[config.mk]
export PLATFORM = sky130hd
export DESIGN_NAME = srs_ctrl
export DESIGN_NICKNAME = d
export VERILOG_FILES = /design/src/hw/rtl/srs_pkg.sv /design/src/hw/rtl/srs_ctrl.sv
export SDC_FILE = /design/constraint.sdc
export NUM_CORES = 1
export LEC_CHECK = 0
export BUFFER_PORTS_ARGS = -buffer_cell sky130_fd_sc_hd__buf_2
export CORE_MARGIN = 2
export CORE_UTILIZATION = 50
export CTS_CLUSTER_DIAMETER = 80
export DETAILED_ROUTE_END_ITERATION = 6
export PLACE_DENSITY = 0.75
export SYNTH_ARGS = -nofsm -noshare
export SYNTH_HDL_FRONTEND = slang
export SYNTH_SLANG_ARGS = --single-unit
export TNS_END_PERCENT = 100
[constraint.sdc]
create_clock -name clk -period 1.7 [get_ports clk]
set_input_delay 0.17 -clock clk [delete_from_list [all_inputs] [get_ports clk]]
set_output_delay 0.17 -clock clk [all_outputs]
set_load 0.05 [all_outputs]
[src/hw/rtl/srs_pkg.sv]
// Shared types, constants and the helper function of the spin rotation step unit.
package srs_pkg;

    // Widths of the stream and configuration ports
    localparam int IN_DATA_W  = 224;
    localparam int OUT_DATA_W = 72;
    localparam int CFG_IDX_W  = 2;
    localparam int CFG_DATA_W = 32;

    // Field widths
    localparam int MAG_W  = 18;
    localparam int VEC_W  = 24;
    localparam int FLD_W  = 32;
    localparam int ACQ_W  = 16;
    localparam int SIDX_W = 16;

    // Shared multiplier lanes
    localparam int MUL_W  = 35;
    localparam int PROD_W = 70;

    // Iterations of the square root and of the axis divisions
    localparam int ROOT_STEPS = 31;

    // Register indexes of the configuration port
    localparam logic [CFG_IDX_W-1:0] CFG_TIME_STEP  = 2'd0;
    localparam logic [CFG_IDX_W-1:0] CFG_ACQ_START  = 2'd1;
    localparam logic [CFG_IDX_W-1:0] CFG_OFFSET_SEL = 2'd2;

    // Item kinds
    localparam logic ACT_LOAD = 1'b0;
    localparam logic ACT_STEP = 1'b1;

    // Arithmetic constants
    localparam logic [31:0] TIME_STEP_RESET = 32'd1048576;
    localparam logic [31:0] GAMMA_Q16       = 32'd1753337236;
    localparam logic [31:0] INV_2PI_Q32     = 32'd683565276;
    localparam logic [31:0] PI_HALF_Q30     = 32'd1686629713;
    localparam logic [31:0] CORDIC_GAIN_Q30 = 32'd652032874;
    localparam logic [31:0] ONE_Q30         = 32'd1073741824;

    // Controller states
    typedef enum logic [4:0] {
        ST_IDLE, ST_DOT, ST_DOT_SUM, ST_GAMMA, ST_FIELD, ST_NORM, ST_SQUARE,
        ST_SQ_SUM, ST_SQRT, ST_DIV, ST_PROD, ST_TURN_MUL, ST_TURN, ST_Z_MUL,
        ST_CORDIC_INIT, ST_CORDIC, ST_QUAD, ST_CR_A, ST_CR_B, ST_CR_C,
        ST_DT_MUL, ST_DT, ST_T_MUL, ST_T, ST_F_A, ST_F_B, ST_F_C, ST_F_D, ST_FIN
    } srs_state_t;

    // Datapath operations
    typedef enum logic [4:0] {
        OP_IDLE, OP_DOT, OP_DOT_SUM, OP_GAMMA, OP_FIELD, OP_NORM, OP_SQUARE,
        OP_SQ_SUM, OP_SQRT, OP_DIV, OP_PROD, OP_TURN_MUL, OP_TURN, OP_Z_MUL,
        OP_CORDIC_INIT, OP_CORDIC, OP_QUAD, OP_CR_A, OP_CR_B, OP_CR_C,
        OP_DT_MUL, OP_DT, OP_T_MUL, OP_T, OP_F_A, OP_F_B, OP_F_C, OP_F_D, OP_FIN
    } srs_op_t;

    typedef struct packed {
        srs_op_t    op;
        logic [4:0] iter;
    } srs_cmd_t;

    typedef struct packed {
        logic field_zero;
        logic emit_blocked;
    } srs_status_t;

    // Arctangent of 2^-i in radians, scaled to Q30
    function automatic logic [31:0] atan_step(input logic [4:0] i);
        logic [31:0] v;
        case (i)
            5'd0:    v = 32'd843314857;
            5'd1:    v = 32'd497837829;
            5'd2:    v = 32'd263043837;
            5'd3:    v = 32'd133525159;
            5'd4:    v = 32'd67021687;
            5'd5:    v = 32'd33543516;
            5'd6:    v = 32'd16775851;
            5'd7:    v = 32'd8388437;
            5'd8:    v = 32'd4194283;
            5'd9:    v = 32'd2097149;
            5'd10:   v = 32'd1048576;
            5'd31:   v = '0;
            default: v = 32'd1 << (5'd30 - i);
        endcase
        return v;
    endfunction

endpackage

[src/hw/rtl/srs_ctrl.sv]
// Sequencing controller of the spin rotation step unit.
module srs_ctrl #(
    parameter int CORDIC_ITERATIONS = 18
) (
    input  logic                clk,
    input  logic                rst_n,
    input  logic                in_valid,
    input  logic                in_step,
    input  srs_pkg::srs_status_t status,
    output logic                in_ready,
    output srs_pkg::srs_cmd_t   cmd
);
    import srs_pkg::*;

    localparam logic [4:0] CORDIC_LAST = 5'(CORDIC_ITERATIONS - 1);
    localparam logic [4:0] ROOT_LAST   = 5'(ROOT_STEPS - 1);

    srs_state_t state_reg, state_next;
    logic [4:0] cnt_reg, cnt_next;
    logic       last;

    // Final pass of the current iterative phase
    assign last = (state_reg == ST_CORDIC) ? (cnt_reg == CORDIC_LAST)
                                           : (cnt_reg == ROOT_LAST);

    // State and iteration counter registers
    always_ff @(posedge clk or negedge rst_n)
    begin
        if (!rst_n)
        begin
            state_reg <= ST_IDLE;
            cnt_reg   <= '0;
        end
        else
        begin
            state_reg <= state_next;
            cnt_reg   <= cnt_next;
        end
    end

    // Next state
    always_comb
    begin
        state_next = state_reg;
        case (state_reg)
            ST_IDLE:
            begin
                if (in_valid && (in_step == ACT_STEP))
                    state_next = ST_DOT;
            end
            ST_DOT:         state_next = ST_DOT_SUM;
            ST_DOT_SUM:     state_next = ST_GAMMA;
            ST_GAMMA:       state_next = ST_FIELD;
            ST_FIELD:       state_next = ST_NORM;
            ST_NORM:        state_next = status.field_zero ? ST_FIN : ST_SQUARE;
            ST_SQUARE:      state_next = ST_SQ_SUM;
            ST_SQ_SUM:      state_next = ST_SQRT;
            ST_SQRT:        state_next = last ? ST_DIV : ST_SQRT;
            ST_DIV:         state_next = last ? ST_PROD : ST_DIV;
            ST_PROD:        state_next = ST_TURN_MUL;
            ST_TURN_MUL:    state_next = ST_TURN;
            ST_TURN:        state_next = ST_Z_MUL;
            ST_Z_MUL:       state_next = ST_CORDIC_INIT;
            ST_CORDIC_INIT: state_next = ST_CORDIC;
            ST_CORDIC:      state_next = last ? ST_QUAD : ST_CORDIC;
            ST_QUAD:        state_next = ST_CR_A;
            ST_CR_A:        state_next = ST_CR_B;
            ST_CR_B:        state_next = ST_CR_C;
            ST_CR_C:        state_next = ST_DT_MUL;
            ST_DT_MUL:      state_next = ST_DT;
            ST_DT:          state_next = ST_T_MUL;
            ST_T_MUL:       state_next = ST_T;
            ST_T:           state_next = ST_F_A;
            ST_F_A:         state_next = ST_F_B;
            ST_F_B:         state_next = ST_F_C;
            ST_F_C:         state_next = ST_F_D;
            ST_F_D:         state_next = ST_FIN;
            ST_FIN:         state_next = status.emit_blocked ? ST_FIN : ST_IDLE;
            default:        state_next = ST_IDLE;
        endcase
    end

    // Iteration counter of the square root, division and CORDIC phases
    always_comb
    begin
        if ((state_reg inside {ST_SQRT, ST_DIV, ST_CORDIC}) && !last)
            cnt_next = cnt_reg + 5'd1;
        else
            cnt_next = '0;
    end

    // Commands to the datapath
    always_comb
    begin
        in_ready = (state_reg == ST_IDLE);
        cmd.iter = cnt_reg;
        case (state_reg)
            ST_IDLE:        cmd.op = OP_IDLE;
            ST_DOT:         cmd.op = OP_DOT;
            ST_DOT_SUM:     cmd.op = OP_DOT_SUM;
            ST_GAMMA:       cmd.op = OP_GAMMA;
            ST_FIELD:       cmd.op = OP_FIELD;
            ST_NORM:        cmd.op = OP_NORM;
            ST_SQUARE:      cmd.op = OP_SQUARE;
            ST_SQ_SUM:      cmd.op = OP_SQ_SUM;
            ST_SQRT:        cmd.op = OP_SQRT;
            ST_DIV:         cmd.op = OP_DIV;
            ST_PROD:        cmd.op = OP_PROD;
            ST_TURN_MUL:    cmd.op = OP_TURN_MUL;
            ST_TURN:        cmd.op = OP_TURN;
            ST_Z_MUL:       cmd.op = OP_Z_MUL;
            ST_CORDIC_INIT: cmd.op = OP_CORDIC_INIT;
            ST_CORDIC:      cmd.op = OP_CORDIC;
            ST_QUAD:        cmd.op = OP_QUAD;
            ST_CR_A:        cmd.op = OP_CR_A;
            ST_CR_B:        cmd.op = OP_CR_B;
            ST_CR_C:        cmd.op = OP_CR_C;
            ST_DT_MUL:      cmd.op = OP_DT_MUL;
            ST_DT:          cmd.op = OP_DT;
            ST_T_MUL:       cmd.op = OP_T_MUL;
            ST_T:           cmd.op = OP_T;
            ST_F_A:         cmd.op = OP_F_A;
            ST_F_B:         cmd.op = OP_F_B;
            ST_F_C:         cmd.op = OP_F_C;
            ST_F_D:         cmd.op = OP_F_D;
            ST_FIN:         cmd.op = OP_FIN;
            default:        cmd.op = OP_IDLE;
        endcase
    end

endmodule

* Yosys cells after proc, flatten, opt, wreduce, memory -nomap -nowiden
Memory sizes are Yosys's and may differ from the RTL's. Cells that the tools add are included.
Storage, ports and cells: register bits after elaboration 10, latch bits 0, bits in writable memories 0, bits in read-only memories 160, bits of input ports 6, output and inout bits 11, word-level logic and storage cells 49, memories kept 1
Memories:
- (name not given) | depth 32, width 5, read ports 1, clocked after Yosys merged registers in 0, wr ports 0, line srs_ctrl.sv:97 | case (state_reg)
Operators by class: $add $sub $neg 1, $mul 0, div/mod/pow operators 0, order comparisons 0, equality and inequality tests 31, shift operators 0, mux-type cells 9, bitwise operators 0, reduce and logical (&&, ||, !) cells 5
Operator list (number):
- case mux 5 bit (29 select lines) | 1
- equality test 5 bit (second input constant) | 15
- equality test 5 x 4 -> 1 bit (second input constant) | 8
- 2-to-1 mux 5 bit | 5
- equality test 5 x 3 -> 1 bit (second input constant) | 4
- equality test 5 x 2 -> 1 bit (second input constant) | 2
- adder 5 x 1 -> 5 bit (second input constant) | 1
- equality test 5 x 1 -> 1 bit (second input constant) | 1
- zero test 5 bit | 1
- nonzero test 3 bit | 1
- logical AND 1 bit | 2
- 2-to-1 mux 1 bit | 2
- 2-to-1 mux 2 bit | 1
- inequality test 2 x 1 -> 1 bit (second input constant) | 1
- zero test 1 bit | 1

* Depth between registers and ports, before layout
Gate-level depths: netlist of the first run.
depth in word-level cells 5, gate-level depth with buffers 5

* Worst setup path before layout of the first run
Ideal clock, no wire load.
kind reg-to-output, from register state_reg[1], to output cmd[7] (netlist name), arrival 1604 ps, data required time 1530 ps, path slack -74 ps, stages on the path, launching flop included 4, buffers on the path 1, cells stage by stage dfrtp_1 > or2_1 > clkbuf_1 > a31oi_1
RTL lines:
- start, declared | line srs_ctrl.sv:18 | srs_state_t state_reg, state_next;
- start signal, assigned | line srs_ctrl.sv:36 | state_reg <= state_next;
- end, declared | line srs_ctrl.sv:11 | output srs_pkg::srs_cmd_t cmd

==> results.toml, run 1 <==
[logic_synthesis]
synth_top_cell_by_area = "dfrtp_1"
ys_top_cells_by_area = "dfrtp_1 (32%), nand3_1 (5.7%), a31oi_1 (4.8%)"
synth_compound_area_share_pct = 25.3
synth_mux_area_share_pct = 0
seq_area_frac_synth_pct = 31.8
syn_inst = 92
synth_area_sq_um = 786
synthAdderAreaFrac_pct = 1.59
synth_fp_nets = 99
ys_warn_count = 0
synth.top_cell.area_share_pct = 31.8
ys_types = 37
yosys_register_bits = 10
synth_simple_gate_area_share_pct = 32.0
avgSynthCellArea_sq_um = 8.54
synth_xor_area_share_pct = 4.46
synth_top_family_by_area = "simple AND/OR/NAND/NOR gates"

[clock_network]
cts-root-buf = "clkbuf_4"
cts_buffers = 3
htree_levels = 1
cts_tree = "built"
clock_path_buffers = 2
clkSinkCount = 10
clkTransAtPathRegs_ns = 0.07
clock_latency_ns = 0.26

[die]
die_width_um = 43.6
die_area_sq_mm = 0.00190
rows = 14
die_h_um = 43.6
ios = 17
coreArea_sq_mm = 0.00149
start_util_pct = 52.8

[timing]
fmax_mhz = 611
worst_pin_slew_ns = 0.453
hold_viol = 0
fin_crit_ns = 1.64
slew_viol_final = 0
setup_slack_ns = 0.0627
skew_ns = 0.00440
period_share_pct = 96.3
slew_headroom_pct = 69.8
finalSetupViolCount = 0

[run]
cap_viol_max_count = 0

[place]
post-place-ws_ns = 0.165
gp_congestion = 0.837
dp_cells = 119
place.port_buffers = 16
dp.final_hpwl_um = 1330

[setup_path]
reg2reg_setup_slack_ns = 0.14
path_cells = "or2_1, a31oi_1, buf_4"
cpPeakStageDelay_ns = 0.47
crit_path_top_delay_cell = "dfrtp_2"
critical_path_class = "flop to output pin"
critPathArrivalTime_ns = 1.47
r2r-start = "state_reg[4]"
worstPathRequired_ns = 1.53
crit_fanout = 8
reg2reg_to = "state_reg[1]"
reg2regPathDepth = 4
cp-start-kind = "flop"
worstSetupEndpointType = "output pin"

[final_layout]
drive_gt1_share_pct = 33.9
layout.area.seq_sq_um = 254
final_common_cell = "buf_4"
multiInputGateArea_sq_um = 513
n_fill_cell = 138
num_antenna_cells = 0
layout_common_cells = "buf_4 (13), buf_2 (12), nand3_1 (9)"
syn2layout_area_growth_pct = 25.8
post-route-util_pct = 66.4
layout.nets = 124
fin_cells = 131

[power_and_ir_drop]
p_int_mw = 0.950
p_leak_nw = 0.417
switching_power_mw = 1.09
peakVddDrop_mv = 1.25
sw_frac_of_total_pct = 53.5
clockPowerShare_pct = 7.7
pwr-share-comb_pct = 63.8
power_density_mw_per_mm2 = 2070
finalPower_mw = 2.04
pwr-share-seq_pct = 28.5

[grt]
grt_pass1_wl_um = 2930
grt_max_degree = 18
grt_pass1_vias = 650
grt_use_total_pct = 20.4
overflow = 0
antenna_found_initial = 0

[worst_hold_path]
hold_path.class = "input pin to async pin"

[drt]
first_pass_iters = 4
wl_per_cell_um = 14.9
drc = 0
drt_iter0_drc = 22
drt.antenna.violating_nets = 0
vias_per_cell = 6.12
postRouteWirelength_um = 1950
route.vias.total = 802

[outcome]
status = "completed"
cells by family after synthesis:
family,Yosys count
and+or+nand+nor,40
buffers and inverters,9
DFF,10
adders and majority gates,1
xor gates and xnor gates,4
AOI/OAI and AO/OA,28
power groups by stage:
stage | clock (mW) | combinational [mW] | sequential [mW]
2_1_floorplan | 0 | 0.965 | 0.474
4_1_cts | 0.162 | 1.10 | 0.590
3_5_place_dp | 0 | 1.07 | 0.586
5_1_grt | 0.175 | 1.41 | 0.601
6_report | 0.158 | 1.30 | 0.583
3_3_place_gp | 0 | 1.06 | 0.570
how the worst max path moves through the flow:
stage	cells past startpoint	to	slack [ns]	startpoint
5_1_grt	3	in_ready	-0.01	state_reg[2]
3_5_place_dp	3	in_ready	0.17	state_reg[2]
4_1_cts	3	cmd[9]	0.02	state_reg[1]
6_report	3	cmd[9]	0.06	state_reg[1]
2_1_floorplan	3	cmd[7]	-0.07	state_reg[1]
3_3_place_gp	3	in_ready	0.20	state_reg[2]
layer usage:
metal / part of all wire, % / track usage [%]
met1: 43 / 26.2
met2: 51 / 34.7
met3: 6.3 / 4.17
met4: 0.51 / 5.45
met5: 0 / 0
per-stage QoR:
step | TNS [ns] | cell area, sq um | hold WS (ns)
2_1_floorplan | -0.223 | 786 | -0.126
3_3_place_gp | 0 | 867 | 0.0390
3_5_place_dp | 0 | 867 | 0.0444
4_1_cts | 0 | 913 | 0.295
5_1_grt | -0.0135 | 988 | 0.330
6_report | 0 | 988 | 0.298
final cells by class:
class,count,area share [%]
flip-flops and latches,10,25.7
inverters,3,1.14
repair buffers,26,17.0
multi-input cells,73,51.9
clock buffers,3,2.28
well taps,16,2.03
worst max-delay path, delay by kind of cell, from the launching register on:
| kind | cells | cell delay (ns) |
|---|---|---|
| AND/OR/NAND/NOR | 1 | 0.33 |
| AO/OA/AOI/OAI | 1 | 0.19 |
| buffers and inverters | 1 | 0.22 |
| flip-flops | 1 | 0.47 |
Yosys cell counts:
cell,instances
nand2b_1,1
nor4b_2,1
o221ai_1,1
o21ai_0,4
nand3_1,9
buf_2,3
ha_1,1
nor2_1,5
nand4bb_1,1
or2_1,1
clkbuf_1,3
nor3b_1,1
o21bai_1,1
o21ai_1,1
nor4b_4,1
a211oi_1,2
nand4_1,1
a21boi_2,1
nand2_1,8
xnor2_1,2
dfrtp_1,10
o311ai_1,1
and3b_4,1
nand3b_1,2
nor3_2,1
inv_1,3
a21oi_1,5
o21a_1,2
a31oi_1,6
a211o_1,1
nor4_1,1
o221ai_2,1
a2bb2oi_1,1
xor2_1,2
nor2b_1,1
a211oi_2,1
and2_1,5
what timing repair did:
action / 4_1_cts / 5_1_grt
hold buffers: 1 / 0
endpoints found under the hold margin: 10 / 0
gates cloned: 0 / 0
setup endpoints to repair: 4 / 4
buffers inserted: 0 / 8
gates resized for setup: 7 / 2
No activity file was read; power rests on OpenSTA's default activity.
==> inputs of run 2 (changes only) <==
--- a/config.mk
+++ b/config.mk
@@ -7,10 +7,10 @@
 export LEC_CHECK = 0
 export BUFFER_PORTS_ARGS = -buffer_cell sky130_fd_sc_hd__buf_2
 export CORE_MARGIN = 2
-export CORE_UTILIZATION = 50
+export CORE_UTILIZATION = 39
 export CTS_CLUSTER_DIAMETER = 80
 export DETAILED_ROUTE_END_ITERATION = 6
-export PLACE_DENSITY = 0.75
+export PLACE_DENSITY = 0.61
 export SYNTH_ARGS = -nofsm -noshare
 export SYNTH_HDL_FRONTEND = slang
 export SYNTH_SLANG_ARGS = --single-unit
==> results.toml, run 2 (synthesis gave the netlist of run 1 again) <==
[timing]
hold_viol = 0
fin_setup_tns_ns = 0
fmax_mhz = 619
fin_crit_ns = 1.62
slew_viol_final = 0
worst_pin_slew_ns = 0.355
slew_headroom_pct = 76.2
skew_ns = 0.00172
period_share_pct = 95.1
finalSetupViolCount = 0
grt_setup_unrepaired = "no"

[die]
die_width_um = 48.9
die_area_sq_mm = 0.00239
die_h_um = 48.9
start_util_pct = 40.9
coreArea_sq_mm = 0.00192
ios = 17
rows = 16

[final_layout]
drive_gt1_share_pct = 38.3
final_common_cell = "buf_4"
num_antenna_cells = 0
n_fill_cell = 195
fin_cells = 147
syn2layout_area_growth_pct = 32.8
layout.nets = 129
layout_common_cells = "buf_4 (17), buf_2 (12), nand3_1 (9)"

[clock_network]
clkSinkCount = 10
htree_levels = 1
clkTransAtPathRegs_ns = 0.06
cts_tree = "built"
clock_latency_ns = 0.25
cts_buffers = 3
clock_path_buffers = 2
cts-root-buf = "clkbuf_4"

[grt]
grt_max_degree = 16
grt_use_total_pct = 16.1
grt_pass1_wl_um = 3060
overflow = 0
antenna_found_initial = 0
grt_pass1_vias = 706

[setup_path]
cp.depth = 3
reg2reg_setup_slack_ns = 0.16
crit_fanout = 10
r2r-start = "state_reg[0]"
reg2regPathDepth = 6
worstPathRequired_ns = 1.53
worstSetupEndpointType = "output pin"
cp-start-kind = "flop"
path_buf_inv = 1
crit_path_top_delay_cell = "dfrtp_2"
critPathArrivalTime_ns = 1.45
path_cells = "or2_4, a31oi_1, buf_4"
critical_path_class = "flop to output pin"
reg2reg_to = "state_reg[1]"
crit_family = "flip-flops"
cpPeakStageDelay_ns = 0.48

[drt]
route.vias.total = 814
first_pass_iters = 4
postRouteWirelength_um = 1930
drc = 0
drt_iter0_drc = 6
vias_per_cell = 5.54
wl_per_cell_um = 13.1
drt.antenna.violating_nets = 0

[place]
dp.final_hpwl_um = 1340
gp_congestion = 0.778
place.port_buffers = 16
dp_cells = 134

[run]
cap_viol_max_count = 0

[power_and_ir_drop]
p_leak_nw = 0.442
peakVddDrop_mv = 1.15
power_density_mw_per_mm2 = 2030

[worst_hold_path]
hold_path.class = "input pin to flop"
whs_path_depth = 3
min_to = "state_reg[3]"
hp-start = "status[1]"

[outcome]
status = "completed"
==> run 2: cell types whose count changed in the layout (fill, tap and decap cells not counted), sizes merged <==
cell and delta:
buf +4, clkbuf +1
==> run 2: what timing repair did <==
action,in CTS,in global routing
setup endpoints to repair,4,6
endpoints found under the hold margin,10,0
setup buffers,0,9
resized for setup,7,4
hold buffers,1,0
==> run 2: tightest hold or removal path: cells and delay by family <==
| kind | cells | cell delay [ns] |
|---|---|---|
| compound gates | 2 | 0.23 |
| buf+inv | 1 | 0.11 |
==> run 2: cell type report <==
| type | count | area [sq um] | share of cell area, % |
|---|---|---|---|
| tap | 27 | 33.8 | 3.24 |
| multi-input combinational | 73 | 515 | 49.4 |
| clock buffer | 3 | 22.5 | 2.16 |
| inverter | 3 | 11.3 | 1.08 |
| timing repair buffer | 31 | 205 | 19.7 |
| sequential | 10 | 255 | 24.5 |
==> run 2: worst max path at each step <==
stage | start | to | slack, ns
2_1_floorplan | state_reg[1] | cmd[7] | -0.07
3_3_place_gp | state_reg[0] | state_reg[1] | 0.20
3_5_place_dp | state_reg[1] | cmd[7] | 0.19
4_1_cts | state_reg[4] | cmd[6] | 0.01
5_1_grt | state_reg[2] | in_ready | 0.008
6_report | state_reg[1] | cmd[9] | 0.08
==> run 2: where the power goes <==
part	total (mW)	switching, mW	internal, mW
Combinational	1.40	0.787	0.610
Clock	0.152	0.0711	0.0813
Sequential	0.568	0.241	0.327
Total	2.12	1.10	1.02
==> run 2: metrics by stage <==
stage | util [%] | setup slack, ns | hold slack [ns] | cell area (sq um) | power [mW]
4_1_cts | 50.0 | 0.0118 | 0.285 | 961 | 1.91
6_report | 54.3 | 0.0836 | 0.295 | 1040 | 2.12
2_1_floorplan | - | -0.0743 | -0.126 | 786 | 1.44
5_1_grt | 54.3 | 0.00824 | 0.303 | 1040 | 2.26
3_3_place_gp | 47.4 | 0.197 | 0.0476 | 911 | 1.70
3_5_place_dp | 47.4 | 0.192 | 0.0462 | 911 | 1.71
==> run 2: per-layer routing <==
metal	routed length [um]	share of wire, %	global-route usage [%]	vias up
met5	0	0	0	-
met4	27	1.4	8.57	0
met3	80	4.2	3.07	4
met2	935	49	27.6	25
met1	881	46	19.0	390
li1	-	-	-	395
==> inputs of run 3 (changes only) <==
==> constraint.sdc (replaced) <==
create_clock -name clk -period 1.7 [get_ports clk]
set_input_delay 0.085 -clock clk [delete_from_list [all_inputs] [get_ports clk]]
set_output_delay 0.085 -clock clk [all_outputs]
set_load 0.05 [all_outputs]
==> results.toml, run 3 (synthesis gave the netlist of run 1 again) <==
[setup_path]
r2r-start = "state_reg[1]"
path_cells = "nor4_2, and2_1, buf_2"
reg2reg_setup_slack_ns = 0.20
reg2regPathDepth = 6
worstSetupEndpointType = "output pin"
critPathArrivalTime_ns = 1.54
crit_fanout = 17
crit_path_top_delay_cell = "dfrtp_2"
cp-start-kind = "flop"
critPathLaunch = "state_reg[2]"
critical_path_class = "flop to output pin"
reg2reg_to = "state_reg[0]"
worstPathRequired_ns = 1.62
endpoint = "in_ready"
cpPeakStageDelay_ns = 0.52

[die]
coreArea_sq_mm = 0.00192
die_area_sq_mm = 0.00239
ios = 17
rows = 16
start_util_pct = 40.9
die_h_um = 48.9
die_width_um = 48.9

[power_and_ir_drop]
p_int_mw = 0.904
switching_power_mw = 1.03
sw_frac_of_total_pct = 53.3
peakVddDrop_mv = 1.17
power_density_mw_per_mm2 = 1990
clockPowerShare_pct = 10.6
pwr-share-comb_pct = 60.1
pwr-share-seq_pct = 29.3
finalPower_mw = 1.94
p_leak_nw = 0.403

[grt]
overflow = 0
grt_max_degree = 18
grt_use_total_pct = 14.9
grt_pass1_wl_um = 2840
grt_pass1_vias = 656
antenna_found_initial = 0

[clock_network]
cts-root-buf = "clkbuf_4"
cts_buffers = 3
htree_levels = 1
clock_latency_ns = 0.26
clkSinkCount = 10
clkTransAtPathRegs_ns = 0.06
clock_path_buffers = 2
cts_tree = "built"

[timing]
fmax_mhz = 615
hold_viol = 0
slew_viol_final = 0
period_share_pct = 95.6
skew_ns = 0.00123
slew_headroom_pct = 73.6
worst_pin_slew_ns = 0.395
finalSetupViolCount = 0
fin_crit_ns = 1.62

[final_layout]
final_common_cell = "buf_2"
n_fill_cell = 194
multiInputGateArea_sq_um = 504
syn2layout_area_growth_pct = 23.7
layout.nets = 120
post-route-util_pct = 50.6
fin_cells = 139
post-route-cell-area_sq_um = 972
layout_common_cells = "buf_2 (14), nand3_1 (9), nand2_1 (8)"
drive_gt1_share_pct = 32.1
num_antenna_cells = 0
layout.area.seq_sq_um = 254

[outcome]
status = "completed"

[drt]
vias_per_cell = 5.35
first_pass_iters = 4
postRouteWirelength_um = 1710
route.vias.total = 744
wl_per_cell_um = 12.3
drt_iter0_drc = 10
drc = 0
drt.antenna.violating_nets = 0

[place]
dp.final_hpwl_um = 1290
place_area_sq_um = 896
gp_congestion = 0.829
place.port_buffers = 16
dp_cells = 132

[worst_hold_path]
hold_path.class = "input pin to async pin"

[run]
cap_viol_max_count = 0
## run 3: changes by cell type in the layout (fill, tap and decap cells not counted)
cell / delta
or2_4: -1
buf_2: +2
dfrtp_1: +1
buf_4: -12
nor4_2: +1
or2_1: +1
nor4_4: -1
dfrtp_2: -1
clkbuf_8: +1
clkbuf_4: +1
## run 3: area by class of cell
type	instances	area share (%)
timing repair buffer	22	13.6
inverter	3	1.16
multi-input combinational	73	51.9
tap	27	3.47
sequential	10	26.1
clock buffer	4	3.73
## run 3: power groups by stage
stage / registers (mW) / logic, mW / clock network [mW]
floorplan: 0.474 / 0.965 / 0
global placement: 0.576 / 1.09 / 0
detailed placement: 0.571 / 1.10 / 0
CTS: 0.574 / 1.10 / 0.215
global route: 0.598 / 1.27 / 0.233
finish: 0.568 / 1.17 / 0.206
## run 3: layer usage
layer  vias to the layer above  track usage (%)  part of all wire (%)
met5                         -                0                     0
met4                         0             5.71                  0.35
met1                       345             20.4                    46
met3                         2             2.15                   4.6
met2                        17             23.7                    49
li1                        380                -                     -
## run 3: stage by stage
step | worst slack, ns | TNS, ns | hold WS (ns)
after global placement | 0.215 | 0 | -0.0484
final | 0.0752 | 0 | 0.206
after global routing | -0.0145 | -0.0329 | 0.218
after detailed placement | 0.213 | 0 | -0.0475
after floorplan | 0.0107 | 0 | -0.211
after CTS | 0.0177 | 0 | 0.213
## run 3: what timing repair did
action | CTS | global route
setup endpoints to repair | 4 | 4
hold endpoints to repair | 10 | 0
gates resized for setup | 2 | 4
buffers inserted | 0 | 2
hold buffers | 1 | 0
## run 3: worst min-delay path by stage
stage           from            to  depth (start not counted)
2_1_floorplan  rst_n    cnt_reg[0]                          0
3_3_place_gp   rst_n  state_reg[1]                          1
3_5_place_dp   rst_n  state_reg[0]                          1
4_1_cts        rst_n  state_reg[0]                          2
5_1_grt        rst_n  state_reg[1]                          2
6_report       rst_n  state_reg[1]                          2
## run 3: critical path: cells and delay by family, from the launching register on
kind                   cells  cell delay, ns
and+or+nand+nor            2            0.51
buffers and inverters      1            0.26
DFF                        1            0.52
